`src/adnu_pkg.sv`:
```
`default_nettype none
// ----------------------------------------------------------------------------
// adnu_pkg
// Shared types and constants of the advertising data name and UUID filter.
// ----------------------------------------------------------------------------
package adnu_pkg;

  localparam int MAX_NAME_BYTES = 32;
  localparam int NAME_IDX_W     = $clog2(MAX_NAME_BYTES);
  localparam int NAME_LEN_W     = $clog2(MAX_NAME_BYTES + 1);
  localparam int NAME_WORDS     = MAX_NAME_BYTES / 8;

  localparam int BYTE_W     = 8;
  localparam int ADDR_W     = 48;
  localparam int CFG_DATA_W = 64;
  localparam int CFG_IDX_W  = 3;
  localparam int CFG_LEN_W  = 6;

  localparam int FIFO_DEPTH = 2;
  localparam int FIFO_PTR_W = $clog2(FIFO_DEPTH);
  localparam int FIFO_CNT_W = $clog2(FIFO_DEPTH + 1);

  localparam logic [BYTE_W-1:0] AD_SHORT_NAME  = 8'h08;
  localparam logic [BYTE_W-1:0] AD_FULL_NAME   = 8'h09;
  localparam logic [BYTE_W-1:0] AD_UUID16_LIST = 8'h03;
  localparam logic [BYTE_W-1:0] HID_UUID_LO    = 8'h12;
  localparam logic [BYTE_W-1:0] HID_UUID_HI    = 8'h18;
  localparam logic [BYTE_W-1:0] MIN_STRUCT_LEN = 8'd2;
  localparam logic [BYTE_W-1:0] MIN_UUID_LEN   = 8'd3;

  typedef enum logic [CFG_IDX_W-1:0] {
    CFG_NAME_LO  = 3'd0,
    CFG_NAME_MID = 3'd1,
    CFG_NAME_HI  = 3'd2,
    CFG_NAME_TOP = 3'd3,
    CFG_NAME_LEN = 3'd4
  } cfg_reg_t;

  typedef struct packed {
    logic [MAX_NAME_BYTES-1:0][BYTE_W-1:0] name_bytes;
    logic [NAME_LEN_W-1:0]                 cmp_len;
  } name_cfg_t;

  typedef struct packed {
    logic              name_hit;
    logic              uuid_hit;
    logic              last;
    logic              found;
    logic              stopped;
    logic [ADDR_W-1:0] addr;
    logic [BYTE_W-1:0] addr_type;
  } evt_t;

  function automatic logic is_name_type(input logic [BYTE_W-1:0] t);
    return (t == AD_SHORT_NAME) || (t == AD_FULL_NAME);
  endfunction

endpackage
`default_nettype wire

```
`src/adnu_fifo.sv`:
```
`default_nettype none
// ----------------------------------------------------------------------------
// adnu_fifo
// Short first-word-fall-through queue of events between front and back.
// ----------------------------------------------------------------------------
module adnu_fifo import adnu_pkg::*; (
  input  logic clk,
  input  logic rst_n,
  input  logic push,
  input  evt_t push_data,
  output logic full,
  input  logic pop,
  output logic empty,
  output evt_t head
);

  evt_t                  mem_r [FIFO_DEPTH];
  logic [FIFO_PTR_W-1:0] wr_ptr_r, rd_ptr_r;
  logic [FIFO_CNT_W-1:0] count_r, count_nxt;

  assign full  = (count_r == FIFO_CNT_W'(FIFO_DEPTH));
  assign empty = (count_r == '0);
  assign head  = mem_r[rd_ptr_r];

  always_comb begin
    count_nxt = count_r;
    if (push && !pop) begin
      count_nxt = count_r + 1'b1;
    end else if (pop && !push) begin
      count_nxt = count_r - 1'b1;
    end
  end

  always_ff @(posedge clk) begin
    if (push) begin
      mem_r[wr_ptr_r] <= push_data;
    end
  end

  always_ff @(posedge clk) begin
    if (!rst_n) begin
      wr_ptr_r <= '0;
      rd_ptr_r <= '0;
      count_r  <= '0;
    end else begin
      if (push) begin
        wr_ptr_r <= (wr_ptr_r == FIFO_PTR_W'(FIFO_DEPTH - 1)) ? '0 : wr_ptr_r + 1'b1;
      end
      if (pop) begin
        rd_ptr_r <= (rd_ptr_r == FIFO_PTR_W'(FIFO_DEPTH - 1)) ? '0 : rd_ptr_r + 1'b1;
      end
      count_r <= count_nxt;
    end
  end

`ifndef SYNTHESIS
  a_no_overflow: assert property (@(posedge clk) disable iff (!rst_n)
    !(push && full && !pop)) else $error("event queue overflow");
  a_no_underflow: assert property (@(posedge clk) disable iff (!rst_n)
    !(pop && empty)) else $error("event queue underflow");
  a_count_range: assert property (@(posedge clk) disable iff (!rst_n)
    count_r <= FIFO_CNT_W'(FIFO_DEPTH)) else $error("event queue count out of range");
`endif

endmodule
`default_nettype wire

```
`config.mk`:
```
export PLATFORM = sky130hd
export DESIGN_NAME = adnu_fifo
export DESIGN_NICKNAME = d
export VERILOG_FILES = /design/src/adnu_pkg.sv /design/src/adnu_fifo.sv
export SDC_FILE = /design/constraint.sdc
export NUM_CORES = 1
export LEC_CHECK = 0
export BUFFER_PORTS_ARGS = -buffer_cell sky130_fd_sc_hd__buf_2
export CORE_MARGIN = 1.5
export CORE_UTILIZATION = 30
export DETAILED_ROUTE_END_ITERATION = 7
export PLACE_DENSITY = 0.57
export SLEW_MARGIN = 20
export SYNTH_ARGS = -nofsm -noshare
export SYNTH_HDL_FRONTEND = slang
export SYNTH_SLANG_ARGS = --single-unit
export TNS_END_PERCENT = 10
```
`constraint.sdc`:
```
create_clock -name clk -period 7.74 [get_ports clk]
set_clock_uncertainty 0.1 [all_clocks]
set_input_delay 1.548 -clock clk [delete_from_list [all_inputs] [get_ports clk]]
set_output_delay 1.548 -clock clk [all_outputs]
set_load 0.01 [all_outputs]
```
## After elaboration in Yosys (flattened, before gate mapping)

Memories as Yosys holds them, arrays and structs flattened. A register that Yosys moved wholly into a read port is not among the register bits.
Cells that the tools add are included.

| word-level totals | value |
|---|---|
| input port bits | 65 |
| flip-flop bits (word level) | 4 |
| output and inout port bits | 63 |
| memories | 1 |
| word-level logic and storage cells | 23 |
| memory bits (writable) | 122 |

Memories:

| name | words | width | read ports | clocked after memory_dff | wr ports | RTL line | source |
|---|---|---|---|---|---|---|---|
| mem_r | 2 | 61 | 1 | 1 | 1 | adnu_fifo.sv:17 | `evt_t mem_r [FIFO_DEPTH];` |

| operators by class | value |
|---|---|
| equality and inequality tests | 1 |
| multiplexer cells | 8 |
| add/subtract/negate cells | 4 |
| reduce and logical (&&, ||, !) cells | 6 |

Operators with widths:

| operator | number |
|---|---|
| two-way mux 1 bit | 6 |
| two-way mux 2 bit | 2 |
| adder 1 bit, second input constant | 2 |
| adder 2 x 1 -> 2 bit, second input constant | 1 |
| equality test 2 bit, second input constant | 1 |
| logical AND 1 bit | 2 |
| logical NOT 1 bit | 2 |
| logical NOT 2 bit | 1 |
| nonzero test 2 bit | 1 |
| subtractor 2 x 1 -> 2 bit, second input constant | 1 |

## Logic depth before layout (Yosys ltp)

Gate-level depths: netlist of the first run.

| logic depth | value |
|---|---|
| word-level depth | 4 |
| depth in mapped cells | 5 |
| depth with buffers taken out | 5 |

## Least setup slack after synthesis of the first run

OpenSTA, ideal clock, no wires.

| timing | value |
|---|---|
| path kind | input-to-reg |
| from | in push |
| to | mem mem_r[0][0] (netlist bit), enable pin |
| stages on the path | 1 |
| path slack | 2.886 ns |
| buffers on the path | 0 |
| setup time | 0.488 ns |
| data arrival time | 4.265 ns |
| cells stage by stage | nor2b_1 |

| on the way | value |
|---|---|
| longest elaborated chain between the ends | 2 |

RTL lines:

| item | RTL line | source |
|---|---|---|
| start: declaration | adnu_fifo.sv:9 | `input logic push,` |
| two-way mux 1 bit | adnu_fifo.sv:35 | `if (push) begin` |
| two-way mux 1 bit (implied by the code) | adnu_fifo.sv:36 | `mem_r[wr_ptr_r] <= push_data;` |
| end: declaration | adnu_fifo.sv:17 |  |

Every way passes these cells.

==> out/metrics.cfg, run 1 <==
[clocking]
ctsHoldBuffers=0
ctsHtreeMaxLevel=4
cts_buffers=17
cts_setup_buffers=0
post_cts_resized=0
insertion_delay_ps=400
path_clk_slew_ps=50
clock_path_buffers=2
cts.sinks=127
cts_tree=yes
clock-root-buffer=clkbuf_16

[run]
cap_violations=0

[layout]
final_common_cell=buf_2
regArea_um2=3770
stdcell_area_um2=6040
num-nets-final=418
drive_gt1_share_pct=60.3
layout_common_cells=127 x buf_2, 122 x edfxtp_1, 61 x mux2_2
fill_cells=1405
antenna_cells=0
final_cells=553
syn2layout_area_growth_pct=30.8
multi_input_area_um2=812

[global_routing]
grt_usage_pct=11.0
grt_max_degree=63
grt_pass1_wl_um=13200
grt_pass1_vias=2629
grt_antenna_before_repair=0
grt-ovfl-total=0

[synthesis]
ys_ff_latch=127
yosysUniqueCellTypes=17
syn_area_um2=4620
postSynthCellCount=212
synth-seq-area-share_pct=81.5
yosysWarnings=0
synth_area_per_cell_um2=21.8
synth_fp_nets=278

[setup_path]
critical_path_arrival_ps=1880
critPathKind=flop to primary output
crit_required_ps=6090
startpoint_type=flop
r2r_start=wr_ptr_r
crit_fanout=61
endpoint_kind=primary output

[pwr]
max-vdd-ir-drop_v=0.000139
p_leak_nw=2.27
power_density_nw_per_um2=286

[route]
num_vias=2400
wirelength_um=8330
wl_per_cell_um=15.1
ant_nets=0
firstDrtPassIters=6
drc=0
vias_per_cell=4.34
drt_iter0_markers=121

[sta]
period_minus_slack_ps=3530
rsz0062_at_grt=no
fin_crit_sh_pct=45.6
drv_slew=0
relSlewSlack_pct=41.2
clock.fmax_mhz=284
final_hold_viol_count=0
final.setup.tns_ps=0
setup_viol=0
layout_setup_ws_ps=4210
worstMarginPinSlew_ps=883

[min_path]
worst_hold_path_type=flop to flop
hp-start=count_r[1]

[place]
place_hpwl_um=5000
dp_slack_ps=4590
gp_congestion=0.661
place_area_um2=5460
placed_cells=521
io_buffers=127

[floorplanning]
dieHeight_um=127
initial_utilization_pct=30.5
dieArea_um2=16200
rows=45
die_w_um=127
ioPinCount=128
core-area_um2=15100

[status]
outcome=complete, no violations

[cell type report]
| class | instances | area share, % |
|---|---|---|
| multi-input cells | 77 | 13.4 |
| flip-flops and latches | 127 | 62.3 |
| clock buffers | 26 | 8.26 |
| repair buffers | 128 | 10.6 |
| clock inverters | 6 | 1.37 |
| well taps | 188 | 3.89 |
| inverters | 1 | 0.0621 |
[logic make-up (layout without fill, tap and decap cells)]
group,after synthesis,in the layout,share of synthesized area [%]
compound gates,3,3,0.433
xor+xnor,3,3,0.569
fa+ha+maj,1,1,0.271
buf+inv,8,161,1.16
flops,127,127,81.5
mux,61,61,14.9
simple gates,9,9,1.22
[final timing paths]
path                  end  slack (ps)  cells past startpoint
max              head[37]        4210                      2
min            count_r[1]         420                      2
max reg2reg  mem_r[1][23]        6080                      1
min reg2reg    count_r[1]         420                      2
[worst max-delay path, stage by stage (launching register included)]
cell and delay [ps]:
dfxtp_4 870, mux2_2 420, buf_2 140
[report_power, final]
part | switching [mW] | internal, mW
Clock | 0.265 | 0.507
Sequential | 0.0210 | 0.795
Combinational | 0.0661 | 0.0725
Total | 0.353 | 1.37
[per-stage QoR]
stage               power, mW  util, %  hold slack (ps)
floorplan               0.907        -              366
global placement        0.968     36.1              376
detailed placement      0.972     36.1              408
CTS                      1.75     39.9              414
global route             1.80     39.9              451
finish                   1.73     39.9              420
[cells in the mapped netlist, drive strengths merged]
master | number | share of area (%)
nor2b | 2 | 0.27
inv | 1 | 0.081
o21a | 1 | 0.16
xnor2 | 1 | 0.19
o21ai | 1 | 0.11
dfxtp | 5 | 2.2
and2 | 4 | 0.54
ha | 1 | 0.27
or3 | 1 | 0.14
edfxtp | 122 | 79
nor2 | 1 | 0.081
buf | 7 | 1.1
a21boi | 1 | 0.16
xor2 | 2 | 0.38
and2b | 1 | 0.19
mux2 | 61 | 15
[state kept, by name, summed over array words and instances, names as in the netlist, named ones only]
| register | count |
|---|---|
| count_r | 2 |
| mem_r | 122 |
| rd_ptr_r | 1 |
| wr_ptr_r | 1 |
[layer usage]
layer	up-vias	routed length (um)	GRT usage, %
met5	-	0	0
met4	0	159	6.22
met3	13	541	4.27
met2	80	4280	18.5
met1	1191	3350	11.9
li1	1116	-	-
(Power assumes the default switching activity.)
==> inputs of run 2 (changes only) <==
--- a/config.mk
+++ b/config.mk
@@ -9,7 +9,7 @@
 export CORE_MARGIN = 1.5
 export CORE_UTILIZATION = 30
 export DETAILED_ROUTE_END_ITERATION = 7
-export PLACE_DENSITY = 0.57
+export PLACE_DENSITY = 0.59
 export SLEW_MARGIN = 20
 export SYNTH_ARGS = -nofsm -noshare
 export SYNTH_HDL_FRONTEND = slang
==> constraint.sdc (replaced) <==
create_clock -name clk -period 3 [get_ports clk]
set_clock_uncertainty 0.1 [all_clocks]
set_input_delay 0.6 -clock clk [delete_from_list [all_inputs] [get_ports clk]]
set_output_delay 0.6 -clock clk [all_outputs]
set_load 0.01 [all_outputs]
==> run 2 against run 1 <==
Compared with the run above:
- die area is the same
- cell area grew 0.43%
- highest routed layer unchanged
- via count grew 0.58%
- combinational power grew to 2.9 times the previous value
- utilization grew 0.17 points
- flip-flop and latch count is the same
- power grew to 2.6 times the previous value
- largest cell class unchanged
- setup slack lost 3600 ps
- sequential share of layout area shrank 0.31 points
==> out/metrics.cfg, run 2 (same netlist as run 1, synthesis figures left out) <==
[pwr]
max-vdd-ir-drop_v=0.000328  ; was 0.000139 V
p_leak_nw=2.29  ; was 2.27 nW
power_density_nw_per_um2=728  ; was 286 nW/um2
total_power_mw=4.42  ; was 1.73 mW

[run]
cap_violations=0  ; unchanged

[layout]
largest_registers=mem_r (122), count_r (2)  ; unchanged
final_cells=555  ; was 553
largest_register=mem_r  ; unchanged
layout_common_cells=127 x buf_2, 122 x edfxtp_1, 61 x mux2_2  ; unchanged
largest_reg_flops=122  ; unchanged
syn2layout_area_growth_pct=31.4  ; was 30.8%
final_common_cell=buf_2  ; unchanged
drive_gt1_share_pct=60.4  ; was 60.3%
num-nets-final=422  ; was 418
stdcell_area_um2=6070  ; was 6040 um2

[route]
wirelength_um=8580  ; was 8330 um
wl_per_cell_um=15.5  ; was 15.1 um
ant_nets=0  ; unchanged
drc=0  ; unchanged
drt_iter0_markers=130  ; was 121
num_vias=2414  ; was 2400
firstDrtPassIters=4  ; was 6
vias_per_cell=4.35  ; was 4.34

[global_routing]
grt_max_degree=63  ; unchanged
grt-ovfl-total=0  ; unchanged
grt_antenna_before_repair=1  ; was 0
grt_usage_pct=11.1  ; was 11.0%
grt_pass1_vias=2609  ; was 2629
grt_pass1_wl_um=13200  ; about the same

[setup_path]
crit_fanout=36  ; was 61
critPathKind=flop to primary output  ; unchanged
critical_path_arrival_ps=1720  ; was 1880 ps
crit_required_ps=2300  ; was 6090 ps
reg2reg_slack_ps=1330  ; was 6080 ps
r2r-end=mem_r[1][38]  ; was mem_r[1][23]
endpoint_kind=primary output  ; unchanged
r2r_start=wr_ptr_r  ; unchanged
r2r_cells=2  ; was 1
cp-endpoint=head[5]  ; was head[37]
startpoint_type=flop  ; unchanged

[clocking]
ctsHoldBuffers=0  ; unchanged
clock_path_buffers=2  ; unchanged
cts.sinks=127  ; unchanged
clock-root-buffer=clkbuf_16  ; unchanged
cts_setup_buffers=0  ; unchanged
cts_tree=yes  ; unchanged
post_cts_resized=0  ; unchanged
insertion_delay_ps=400  ; about the same
ctsHtreeMaxLevel=4  ; unchanged
path_clk_slew_ps=60  ; was 50 ps
cts_buffers=17  ; unchanged

[floorplanning]
die_w_um=127  ; unchanged
dieHeight_um=127  ; unchanged
dieArea_um2=16200  ; unchanged
rows=45  ; unchanged
ioPinCount=128  ; unchanged
initial_utilization_pct=30.5  ; unchanged
core-area_um2=15100  ; unchanged

[sta]
rsz0062_at_grt=no  ; unchanged
final.setup.tns_ps=0  ; unchanged
drv_slew=0  ; unchanged
clock.fmax_mhz=413
fin_crit_sh_pct=80.8
relSlewSlack_pct=64.3  ; was 41.2%
setup_viol=0  ; unchanged
period_minus_slack_ps=2420
final_hold_viol_count=0  ; unchanged
worstMarginPinSlew_ps=536  ; was 883 ps

[place]
place_hpwl_um=5470  ; was 5000 um
place_area_um2=5510  ; was 5460 um2
placed_cells=525  ; was 521
io_buffers=127  ; unchanged
gp_congestion=0.668  ; was 0.661

[min_path]
worst_hold_path_type=input port to flop  ; was flop to flop

[status]
outcome=complete, no violations  ; unchanged

-- run 2: power breakdown --
part           leakage, nW  internal, mW  switching (mW)
sequential            1.19          2.05          0.0226
clock                0.275          1.27           0.677
combinational        0.824         0.196           0.206
total                 2.29          3.52           0.905
-- run 2: metrics by stage --
step	hold slack (ps)	setup slack [ps]	utilization [%]
floorplan	366	248	-
global placement	378	965	36.4
detailed placement	418	927	36.4
CTS	253	520	40.1
global route	258	499	40.1
finish	279	577	40.1
-- run 2: metal layers --
layer	vias to the layer above	global-route usage (%)	wire length, um
li1	1126	-	-
met1	1201	11.8	3460
met2	74	18.9	4430
met3	13	4.52	518
met4	0	6.02	164
met5	-	0	0
-- run 2: worst min path at each step --
stage	from	endpoint	slack [ps]	cells past startpoint
after floorplan	count_r[1]	count_r[1]	370	2
after global placement	count_r[1]	count_r[1]	380	2
after detailed placement	count_r[1]	count_r[1]	420	2
after CTS	push_data[8]	mem_r[1][8]	250	1
after global routing	push_data[6]	mem_r[0][6]	260	1
final	push_data[8]	mem_r[1][8]	280	1
-- run 2: critical path: stages, from the launching register on --
cell and delay (ps):
dfxtp_2 320, buf_4 400, mux2_2 420, buf_2 150
-- run 2: layout make-up --
cell class                 instances  area [um2]
tap                              188         235
clock inverter                    11         125
clock buffer                      18         429
multi-input combinational         77         811
antenna                            1        2.50
fill                            1385        9080
timing repair buffer             132         698
inverter                           1        3.75
sequential                       127        3760
