File: src/adnu_pkg.sv
`default_nettype none
// ----------------------------------------------------------------------------
// adnu_pkg
// Shared types and constants of the advertising data name and UUID filter.
// ----------------------------------------------------------------------------
package adnu_pkg;

  localparam int MAX_NAME_BYTES = 32;
  localparam int NAME_IDX_W     = $clog2(MAX_NAME_BYTES);
  localparam int NAME_LEN_W     = $clog2(MAX_NAME_BYTES + 1);
  localparam int NAME_WORDS     = MAX_NAME_BYTES / 8;

  localparam int BYTE_W     = 8;
  localparam int ADDR_W     = 48;
  localparam int CFG_DATA_W = 64;
  localparam int CFG_IDX_W  = 3;
  localparam int CFG_LEN_W  = 6;

  localparam int FIFO_DEPTH = 2;
  localparam int FIFO_PTR_W = $clog2(FIFO_DEPTH);
  localparam int FIFO_CNT_W = $clog2(FIFO_DEPTH + 1);

  localparam logic [BYTE_W-1:0] AD_SHORT_NAME  = 8'h08;
  localparam logic [BYTE_W-1:0] AD_FULL_NAME   = 8'h09;
  localparam logic [BYTE_W-1:0] AD_UUID16_LIST = 8'h03;
  localparam logic [BYTE_W-1:0] HID_UUID_LO    = 8'h12;
  localparam logic [BYTE_W-1:0] HID_UUID_HI    = 8'h18;
  localparam logic [BYTE_W-1:0] MIN_STRUCT_LEN = 8'd2;
  localparam logic [BYTE_W-1:0] MIN_UUID_LEN   = 8'd3;

  typedef enum logic [CFG_IDX_W-1:0] {
    CFG_NAME_LO  = 3'd0,
    CFG_NAME_MID = 3'd1,
    CFG_NAME_HI  = 3'd2,
    CFG_NAME_TOP = 3'd3,
    CFG_NAME_LEN = 3'd4
  } cfg_reg_t;

  typedef struct packed {
    logic [MAX_NAME_BYTES-1:0][BYTE_W-1:0] name_bytes;
    logic [NAME_LEN_W-1:0]                 cmp_len;
  } name_cfg_t;

  typedef struct packed {
    logic              name_hit;
    logic              uuid_hit;
    logic              last;
    logic              found;
    logic              stopped;
    logic [ADDR_W-1:0] addr;
    logic [BYTE_W-1:0] addr_type;
  } evt_t;

  function automatic logic is_name_type(input logic [BYTE_W-1:0] t);
    return (t == AD_SHORT_NAME) || (t == AD_FULL_NAME);
  endfunction

endpackage
`default_nettype wire

File: src/adnu_ifs.sv
`default_nettype none


interface adnu_out_if;
  logic valid;
  logic ready;
  logic name_found;
  logic bond_request;
  logic parse_stopped;

  modport source(output valid, name_found, bond_request, parse_stopped, input ready);
  modport sink(input valid, name_found, bond_request, parse_stopped, output ready);
endinterface

`default_nettype wire

File: src/adnu_back.sv
`default_nettype none
// ----------------------------------------------------------------------------
// adnu_back
// Applies bond and address effects and registers the per-report result.
// ----------------------------------------------------------------------------
module adnu_back import adnu_pkg::*; (
  input  logic       clk,
  input  logic       rst_n,
  input  logic       q_empty,
  input  evt_t       q_head,
  output logic       q_pop,
  adnu_out_if.source out_ch
);

  logic              bond_r, bond_nxt;
  logic [ADDR_W-1:0] addr_r;
  logic [BYTE_W-1:0] atype_r;
  logic              out_valid_r, out_valid_nxt;
  logic              found_r, stopped_r, bond_out_r;
  logic              slot_free;

  assign slot_free = !out_valid_r || out_ch.ready;
  assign q_pop     = !q_empty && (!q_head.last || slot_free);

  always_comb begin
    bond_nxt = bond_r;
    if (q_head.name_hit && (addr_r != q_head.addr || atype_r != q_head.addr_type)) begin
      bond_nxt = 1'b0;
    end
    if (q_head.uuid_hit) begin
      bond_nxt = 1'b1;
    end
    out_valid_nxt = out_valid_r && !out_ch.ready;
    if (q_pop && q_head.last) begin
      out_valid_nxt = 1'b1;
    end
  end

  always_ff @(posedge clk) begin
    if (!rst_n) begin
      bond_r      <= 1'b0;
      addr_r      <= '0;
      atype_r     <= '0;
      out_valid_r <= 1'b0;
    end else begin
      out_valid_r <= out_valid_nxt;
      if (q_pop) begin
        bond_r <= bond_nxt;
        if (q_head.uuid_hit) begin
          addr_r  <= q_head.addr;
          atype_r <= q_head.addr_type;
        end
      end
    end
  end

  always_ff @(posedge clk) begin
    if (q_pop && q_head.last) begin
      found_r    <= q_head.found;
      stopped_r  <= q_head.stopped;
      bond_out_r <= bond_nxt;
    end
  end

  assign out_ch.valid         = out_valid_r;
  assign out_ch.name_found    = found_r;
  assign out_ch.bond_request  = bond_out_r;
  assign out_ch.parse_stopped = stopped_r;

`ifndef SYNTHESIS
  a_uuid_sets_bond: assert property (@(posedge clk) disable iff (!rst_n)
    q_pop && q_head.uuid_hit |=> bond_r) else $error("HID list did not set bond");
  a_last_gives_word: assert property (@(posedge clk) disable iff (!rst_n)
    q_pop && q_head.last |=> out_valid_r) else $error("report end gave no word");
  a_result_bond: assert property (@(posedge clk) disable iff (!rst_n)
    q_pop && q_head.last |=> bond_out_r == bond_r) else $error("result bond mismatch");
`endif

endmodule
`default_nettype wire

File: src/flat_wrapper.sv
// flat-port wrapper written by rule: the top's interface ports become plain ports
module adnu_back_flat import adnu_pkg::*;
  (clk, rst_n, q_empty, q_head, q_pop, out_ch_valid, out_ch_name_found, out_ch_bond_request, out_ch_parse_stopped, out_ch_ready);
  adnu_out_if out_ch_i ();
  input  logic clk;
  input  logic rst_n;
  input  logic q_empty;
  input  evt_t q_head;
  output logic q_pop;
  output wire logic [$bits(out_ch_i.valid)-1:0] out_ch_valid;
  output wire logic [$bits(out_ch_i.name_found)-1:0] out_ch_name_found;
  output wire logic [$bits(out_ch_i.bond_request)-1:0] out_ch_bond_request;
  output wire logic [$bits(out_ch_i.parse_stopped)-1:0] out_ch_parse_stopped;
  input wire logic [$bits(out_ch_i.ready)-1:0] out_ch_ready;
  assign out_ch_valid = out_ch_i.valid;
  assign out_ch_name_found = out_ch_i.name_found;
  assign out_ch_bond_request = out_ch_i.bond_request;
  assign out_ch_parse_stopped = out_ch_i.parse_stopped;
  assign out_ch_i.ready = out_ch_ready;
  adnu_back u_core (.clk(clk), .rst_n(rst_n), .q_empty(q_empty), .q_head(q_head), .q_pop(q_pop), .out_ch(out_ch_i));
endmodule
File: config.mk
export PLATFORM = sky130hd
export DESIGN_NAME = adnu_back_flat
export DESIGN_NICKNAME = d
export VERILOG_FILES = /design/src/adnu_pkg.sv /design/src/adnu_ifs.sv /design/src/adnu_back.sv /design/src/flat_wrapper.sv
export SDC_FILE = /design/constraint.sdc
export NUM_CORES = 1
export LEC_CHECK = 0
export BUFFER_PORTS_ARGS = -buffer_cell sky130_fd_sc_hd__clkbuf_2
export CAP_MARGIN = 20
export CORE_UTILIZATION = 48
export DETAILED_ROUTE_END_ITERATION = 8
export PLACE_DENSITY = 0.76
export SLEW_MARGIN = 30
export SYNTH_ARGS = -nofsm -noshare
export SYNTH_HDL_FRONTEND = slang
export SYNTH_SLANG_ARGS = --single-unit
File: constraint.sdc
create_clock -name clk -period 1.5 [get_ports clk]
set_clock_uncertainty 0.05 [all_clocks]
set_input_delay 0.15 -clock clk [delete_from_list [all_inputs] [get_ports clk]]
set_output_delay 0.15 -clock clk [all_outputs]
set_load 0.01 [all_outputs]
# ---- After elaboration in Yosys (flattened, before gate mapping)
# Index checks and enable logic that the tools add are counted.
dict set report classes {
  muxes 3
  reduce_logical 12
  n_eq_ne 2
}
# cell n
set ops {}
lappend ops {{48-bit inequality test} 1}
lappend ops {{8-bit inequality test} 1}
lappend ops {{1-bit logical AND} 4}
lappend ops {{1-bit zero test} 4}
lappend ops {{1-bit logical OR} 3}
lappend ops {{1-bit 2-to-1 mux} 3}
lappend ops {{2-bit AND reduction} 1}
dict set report word_totals {
  regBits 61
  output_inout_bits 5
  elab_cells 24
  input_bits 65
}

# ---- Logic depth before layout (Yosys ltp)
# Gate-level depths: netlist (run 1).
dict set report logic_depth {
  depth_word 6
  depth_mapped 7
  ltp_nobuf 5
}

# ---- Worst setup path after synthesis (run 1)
# Ideal clock, no wire load.
dict set report synth_path {
  path_type {register -> register}
  from {reg u_core.out_valid_r, in the netlist u_core.out_ch.valid}
  to {reg u_core.addr_r[10]}
  setup_time_ps 76
  arrival_time_ps 1436
  synth_period_minus_slack_ps 1561
  path_slack_ps -61
  required_ps 1374
  n_path_buf 2
  stages_incl_launch_ff 8
  path_cell_list {dfxtp_1 nor2b_1 a21oi_2 and2_1 buf_2 buf_2 nand2_1 a21boi_0}
}
dict set report synth_via {
  elab_chain_len 5
}
# element line_no
set synth_lines {}
lappend synth_lines {{start, declared} adnu_back.sv:18} ;# logic out_valid_r, out_valid_nxt;
lappend synth_lines {{start signal, assigned} adnu_back.sv:46} ;# out_valid_r <= out_valid_nxt;
lappend synth_lines {{1-bit zero test} adnu_back.sv:22} ;# assign slot_free = !out_valid_r || out_ch.ready;
lappend synth_lines {{1-bit logical OR} adnu_back.sv:22}
lappend synth_lines {{1-bit logical OR} adnu_back.sv:23} ;# assign q_pop = !q_empty && (!q_head.last || slot_free);
lappend synth_lines {{1-bit logical AND} adnu_back.sv:23}
lappend synth_lines {{net q_pop} flat_wrapper.sv:9} ;# output logic q_pop;
lappend synth_lines {{2-bit AND reduction (no source line)} -}
lappend synth_lines {{end signal, assigned} adnu_back.sv:50} ;# addr_r <= q_head.addr;
lappend synth_lines {{end, declared} adnu_back.sv:16} ;# logic [ADDR_W-1:0] addr_r;
# The timed path passes the listed nets, and every way through them passes these cells.
# A chain may end at the register's enable or synchronous reset.

# ---- Worst setup path in the final report (run 1)
dict set report layout_path {
  from {reg u_core.addr_r[37]}
  to {reg u_core.bond_out_r, in the netlist u_core.out_ch.bond_request, data pin}
}
dict set report layout_via {
  elab_chain_len 5
}
# element line_no
set layout_lines {}
lappend layout_lines {{48-bit inequality test} adnu_back.sv:27} ;# if (q_head.name_hit && (addr_r != q_head.addr || atype_r != q_head.addr_type)) begin
lappend layout_lines {{1-bit logical OR} adnu_back.sv:27}
lappend layout_lines {{1-bit logical AND} adnu_back.sv:27}
lappend layout_lines {{1-bit 2-to-1 mux} adnu_back.sv:27}
lappend layout_lines {{1-bit 2-to-1 mux} adnu_back.sv:30} ;# if (q_head.uuid_hit) begin
lappend layout_lines {{net u_core.bond_nxt} adnu_back.sv:15} ;# logic bond_r, bond_nxt;
lappend layout_lines {{end signal, assigned} adnu_back.sv:61} ;# bond_out_r <= bond_nxt;
lappend layout_lines {{end, declared} adnu_back.sv:19} ;# logic found_r, stopped_r, bond_out_r;
# The timed path passes the listed nets, and every way through them passes these cells.

==> results.toml, run 1 <==
[clock_tree]
clk_path_buf_depth = 2
clkTransAtPathRegs_ns = 0.07
clock_latency_ns = 0.33
clock_tree.root_cell = "clkbuf_8"
cts_tree = "done"
numCtsBuffers = 9
clock_sinks = 61
cts_max_level = 3

[final_layout]
area_growth_pct = 26.8
final_nets = 470
drive_gt1_share_pct = 27.4
instances_no_fill = 481
diodes = 0
final_util_pct = 64.3

[sta]
hold_viol = 0
post-route-period-util_pct = 114
hold_slack_ns = 0.00967
relSlewSlack_pct = 76.6
slew_violations = 0
fmax_ghz = 0.582
setup_viol_count_final = 2
fin_crit_ns = 1.72
rsz0062_at_grt = "yes"
fin_ws_ns = -0.217
worst_slew_pin_slew_ns = 0.348

[route]
drc = 0
first_pass_iters = 4
ant_nets = 0
vias = 2391
wl_per_cell_microns = 13.5
via_per_inst = 4.97
drt-total-wl_microns = 6500
drt_iter0_markers = 122

[critical_path]
crit_required_ns = 1.66
timing_worst_setup_path_type = "register to register"
crit_fanout = 2
cp-end-kind = "register"
arrival_ns = 1.87
worstSetupStartpointType = "register"

[die]
rows = 27
dieWidth_microns = 79.2
die_y_microns = 79.2
core-area_sq_um = 5640
ios = 70
start_util_pct = 50.7
die-area_sq_um = 6270

[power_and_ir_drop]
power_w = 0.00351
leakagePower_nw = 1.57
ir_drop_v = 0.000600
p_per_area_nw_per_um2 = 967

[grt]
grt_usage_pct = 22.0
grt_pass1_vias = 2317
grt_pass1_wl_microns = 10500
grt_start_max_net_pins = 59
antenna_found_initial = 0
grt-ovfl-total = 0

[synthesis]
synth-seq-area-share_pct = 43.7
syn_nets = 397
yosys_warnings = 0
ys_types = 20
synthesis.area_sq_um = 2860
netlist_instances = 332
synth.avg_cell_area_sq_um = 8.62
ys_ff_latch = 61

[placement]
io_buffers = 69
placedCellCount = 464
pre_cts_slack_ns = -0.303
hpwlAfterDp_microns = 4650
gp_congestion = 0.776

[min_path]
hp-class = "primary input to register"

[run]
drv_cap = 0

[outcome]
violations = "setup timing"
status = "finished, violations left"
-- registers in the layout, summed over array words and instances (netlist names) --
signal,count
u_core.addr_r,48
u_core.atype_r,8
u_core.bond_r,1
u_core.out_ch.bond_request,1
u_core.out_ch.name_found,1
u_core.out_ch.parse_stopped,1
u_core.out_ch.valid,1
-- layer usage --
layer	GRT usage (%)	vias to the layer above	share of wire, %
met5	0	-	0
met4	6.55	0	1.0
met3	5.40	7	4.0
met2	36.1	44	48
met1	28.5	1102	47
li1	-	1238	-
-- metrics by stage --
stage / instance area (sq um) / TNS [ns]
floorplan: 2880 / -0.0149
global placement: 3370 / -0.653
detailed placement: 3370 / -0.602
CTS: 3580 / -0.461
global route: 3630 / -0.549
finish: 3630 / -0.432
-- placed cells by master (no fill, tap or decap), types with 4 or more instances in the layout --
cell type / n
xor2_1: 55
buf_12: 6
nor4_1: 7
a21boi_1: 4
clkbuf_8: 10
nand2_1: 113
dfxtp_1: 50
nor4_2: 6
dfxtp_2: 8
a21boi_0: 52
clkbuf_2: 69
-- power by group --
| part | leakage (nW) | switching [W] | internal, W | total [W] |
|---|---|---|---|---|
| clock network | 0.0833 | 0.000605 | 0.000632 | 0.00124 |
| logic | 0.986 | 0.000267 | 0.000243 | 0.000510 |
| registers | 0.506 | 0.0000475 | 0.00171 | 0.00176 |
| total | 1.57 | 0.000920 | 0.00259 | 0.00351 |
-- synthesized netlist by cell type --
library cell	instances	area share [%]
buf_1	2	0.26
nand2_1	114	15
dfxtp_1	58	41
a21boi_0	52	14
o21a_1	1	0.26
buf_2	5	0.87
nand2b_1	1	0.22
xor2_1	56	17
nor4_1	14	3.1
clkbuf_1	9	1.2
and2_1	2	0.44
nor2b_1	2	0.44
a21oi_2	1	0.31
o41ai_2	1	0.57
buf_4	2	0.52
nand4_1	3	0.66
o221a_1	1	0.39
a21boi_1	4	1.0
edfxtp_1	3	3.1
a21o_2	1	0.31
-- cell families after synthesis --
kind of cell / after synthesis / share of synthesized area, %
AND/OR/NAND/NOR: 136 / 19.8
AO/OA/AOI/OAI: 61 / 16.5
flip-flops: 61 / 43.7
XOR/XNOR: 56 / 17.1
buffers and inverters: 18 / 2.84
-- critical path, cell delays in order, from the launching register on --
cell and delay, ns:
dfxtp_1 0.32, xor2_1 0.17, nor4_2 0.34, nand4_1 0.16, o41ai_2 0.37, a21o_2 0.17
-- path summary, 6_finish.rpt --
check | from | end | slack [ns] | cells after the start
setup / recovery | u_core.addr_r[37] | u_core.out_ch.bond_request | -0.22 | 5
hold / removal | q_head[34] | u_core.addr_r[26] | 0.01 | 3
setup reg to reg | u_core.addr_r[37] | u_core.out_ch.bond_request | -0.22 | 5
hold reg to reg | u_core.addr_r[41] | u_core.addr_r[41] | 0.42 | 2
-- what timing repair did --
action / 4_1_cts / 5_1_grt
gates cloned: 0 / 0
pin swaps: 2 / 4
setup endpoints to repair: 4 / 51
hold endpoints to repair: 2 / 0
buffers inserted: 0 / 0
hold buffers: 2 / 0
gates resized for setup: 8 / 6
-- cell type report --
| type | instances | area [sq um] |
|---|---|---|
| clock buffer | 13 | 149 |
| clock inverter | 2 | 10.0 |
| fill | 491 | 2010 |
| multi-input combinational | 253 | 1610 |
| sequential | 61 | 1260 |
| tap | 72 | 90.1 |
| timing repair buffer | 80 | 508 |
Note: power is estimated with default switching activity, not from simulation.
==> run 2: changes to the inputs <==
BUFFER_PORTS_ARGS = default   (was -buffer_cell sky130_fd_sc_hd__clkbuf_2)
CORE_UTILIZATION = 25   (was 48)
DONT_BUFFER_PORTS = 1   (was default)
PLACE_DENSITY = 0.38   (was 0.76)
clock period = 1.8 ns   (was 1.5 ns; I/O delays follow)
==> run 2 against run 1 <==
Net effect: largest cell class unchanged; cell count is 12% higher; critical path depth up 1; global-route usage shrank 6.6 points; worst hold slack better by 0.0096 ns; the flow now finishes without violations; combinational power shrank 20%; critical endpoint unchanged.
==> results.toml, run 2 (synthesized netlist as in run 1, its figures left out) <==
[final_layout]
diodes = 0
final_common_cell = "nand2_1"
layout_common_cells = "nand2_1 (113), dlygate4sd3_1 (59), xor2_1 (56)"
drive_gt1_share_pct = 8.79
largest_reg_flops = 48
area_growth_pct = 38.3
top_register = "u_core.addr_r"
final_nets = 458
reg_top3 = "u_core.addr_r: 48 flops, u_core.atype_r: 8 flops"

[placement]
pre_cts_slack_ns = -0.0686
gp_congestion = 0.711
hpwlAfterDp_microns = 5190
io_buffers = 0

[grt]
grt-ovfl-total = 0
grt_pass1_vias = 2417
grt_usage_pct = 15.4
grt_pass1_wl_microns = 13100
grt_start_max_net_pins = 59
antenna_found_initial = 0

[route]
via_per_inst = 4.39
first_pass_iters = 4
drt-total-wl_microns = 8370
wl_per_cell_microns = 15.5
drc = 0
vias = 2361
ant_nets = 0
drt_iter0_markers = 113

[critical_path]
worstSetupStartpointType = "register"
crit_required_ns = 1.96
timing_worst_setup_path_type = "register to register"
crit_chain = "xor2_1 -> nor4_2 -> buf_4 -> nand4_1 -> o41ai_2 -> a21o_2"
crit_fanout = 2
max_stage_delay_ns = 0.38
cp-end-kind = "register"
rrSetupSlack_ns = 0.01
cpMaxStageDelayCell = "o41ai_2"
arrival_ns = 1.94

[sta]
setup_tns_ns = 0
rsz0062_at_grt = "yes"
worst_slew_pin_slew_ns = 0.312
relSlewSlack_pct = 79.0
setup_viol_count_final = 0
fmax_ghz = 0.559
hold_slack_ns = 0.0193
slew_violations = 0
fin_ws_ns = 0.0112
hold_viol = 0
fin_crit_ns = 1.79
post-route-period-util_pct = 99.4

[power_and_ir_drop]
p_per_area_nw_per_um2 = 858
power_frac_comb_pct = 12.1
p_int_w = 0.00258
swShare_pct = 24.1
leakagePower_nw = 1.55
ir_drop_v = 0.000434
p_clk_share_pct = 44.7
seqPwrFrac_pct = 43.3
p_sw_w = 0.000817

[outcome]
status = "completed"

[die]
dieWidth_microns = 109
die-area_sq_um = 11900
core-area_sq_um = 11000
ios = 70
rows = 38
die_y_microns = 109
start_util_pct = 26.1

[run]
drv_cap = 0

[clock_tree]
clock_tree.root_cell = "clkbuf_16"
clock_latency_ns = 0.33
numCtsBuffers = 9
clkTransAtPathRegs_ns = 0.05
cts_max_level = 3
clk_path_buf_depth = 2
clock_sinks = 61
cts_tree = "done"
post-cts-setup-buffer-count = 0

[min_path]
hp-class = "primary input to register"
-- run 2: worst max-delay path: cells and delay by family, from the launching register on --
| family | cells | cell delay (ns) |
|---|---|---|
| xor gates and xnor gates | 1 | 0.18 |
| buffers and inverters | 1 | 0.17 |
| DFF | 1 | 0.31 |
| and+or+nand+nor | 2 | 0.41 |
| AOI/OAI and AO/OA | 2 | 0.55 |
-- run 2: per-stage QoR --
| step | cells | area, sq um | utilization, % | power [W] |
|---|---|---|---|---|
| 3_3_place_gp | 462 | 3060 | 27.8 | 0.00176 |
| 2_1_floorplan | 332 | 2860 | - | 0.00170 |
| 5_1_grt | 538 | 3960 | 36.0 | 0.00356 |
| 3_5_place_dp | 462 | 3060 | 27.8 | 0.00177 |
| 6_report | 538 | 3960 | 36.0 | 0.00340 |
| 4_1_cts | 538 | 3950 | 36.0 | 0.00347 |
-- run 2: layout make-up --
class / instances / area [sq um]
repair buffers: 68 / 708
fillers: 1135 / 7020
flip-flops and latches: 61 / 1260
multi-input cells: 253 / 1560
clock inverters: 2 / 10.0
clock buffers: 14 / 244
well taps: 140 / 175
-- run 2: power by group through the flow --
stage | Combinational [W] | Clock [W] | Sequential, W
floorplan | 0.000211 | 0 | 0.00149
CTS | 0.000414 | 0.00159 | 0.00147
finish | 0.000410 | 0.00152 | 0.00147
global route | 0.000456 | 0.00163 | 0.00148
detailed placement | 0.000268 | 0 | 0.00150
global placement | 0.000268 | 0 | 0.00149
-- run 2: timing repair --
| item | 4_1_cts | 5_1_grt |
|---|---|---|
| hold buffers | 60 | 0 |
| setup endpoints to repair | 2 | 2 |
| pin swaps | 7 | 6 |
| endpoints found under the hold margin | 61 | 0 |
| resized for setup | 8 | 2 |
-- run 2: worst paths after layout --
path	startpoint	depth (start not counted)	end
worst min register to register	u_core.addr_r[8]	2	u_core.addr_r[8]
worst max-delay path	u_core.addr_r[42]	6	u_core.out_ch.bond_request
worst max register to register	u_core.addr_r[42]	6	u_core.out_ch.bond_request
worst min-delay path	q_empty	2	u_core.out_ch.valid
-- run 2: metal layers --
| layer | routed length [microns] | up-vias | global-route usage (%) | share of wire, % |
|---|---|---|---|---|
| met5 | 0 | - | 0 | 0 |
| met2 | 3680 | 52 | 22.4 | 44 |
| li1 | - | 1208 | - | - |
| met1 | 3970 | 1091 | 20.5 | 47 |
| met4 | 109 | 0 | 5.79 | 1.3 |
| met3 | 615 | 10 | 5.92 | 7.4 |
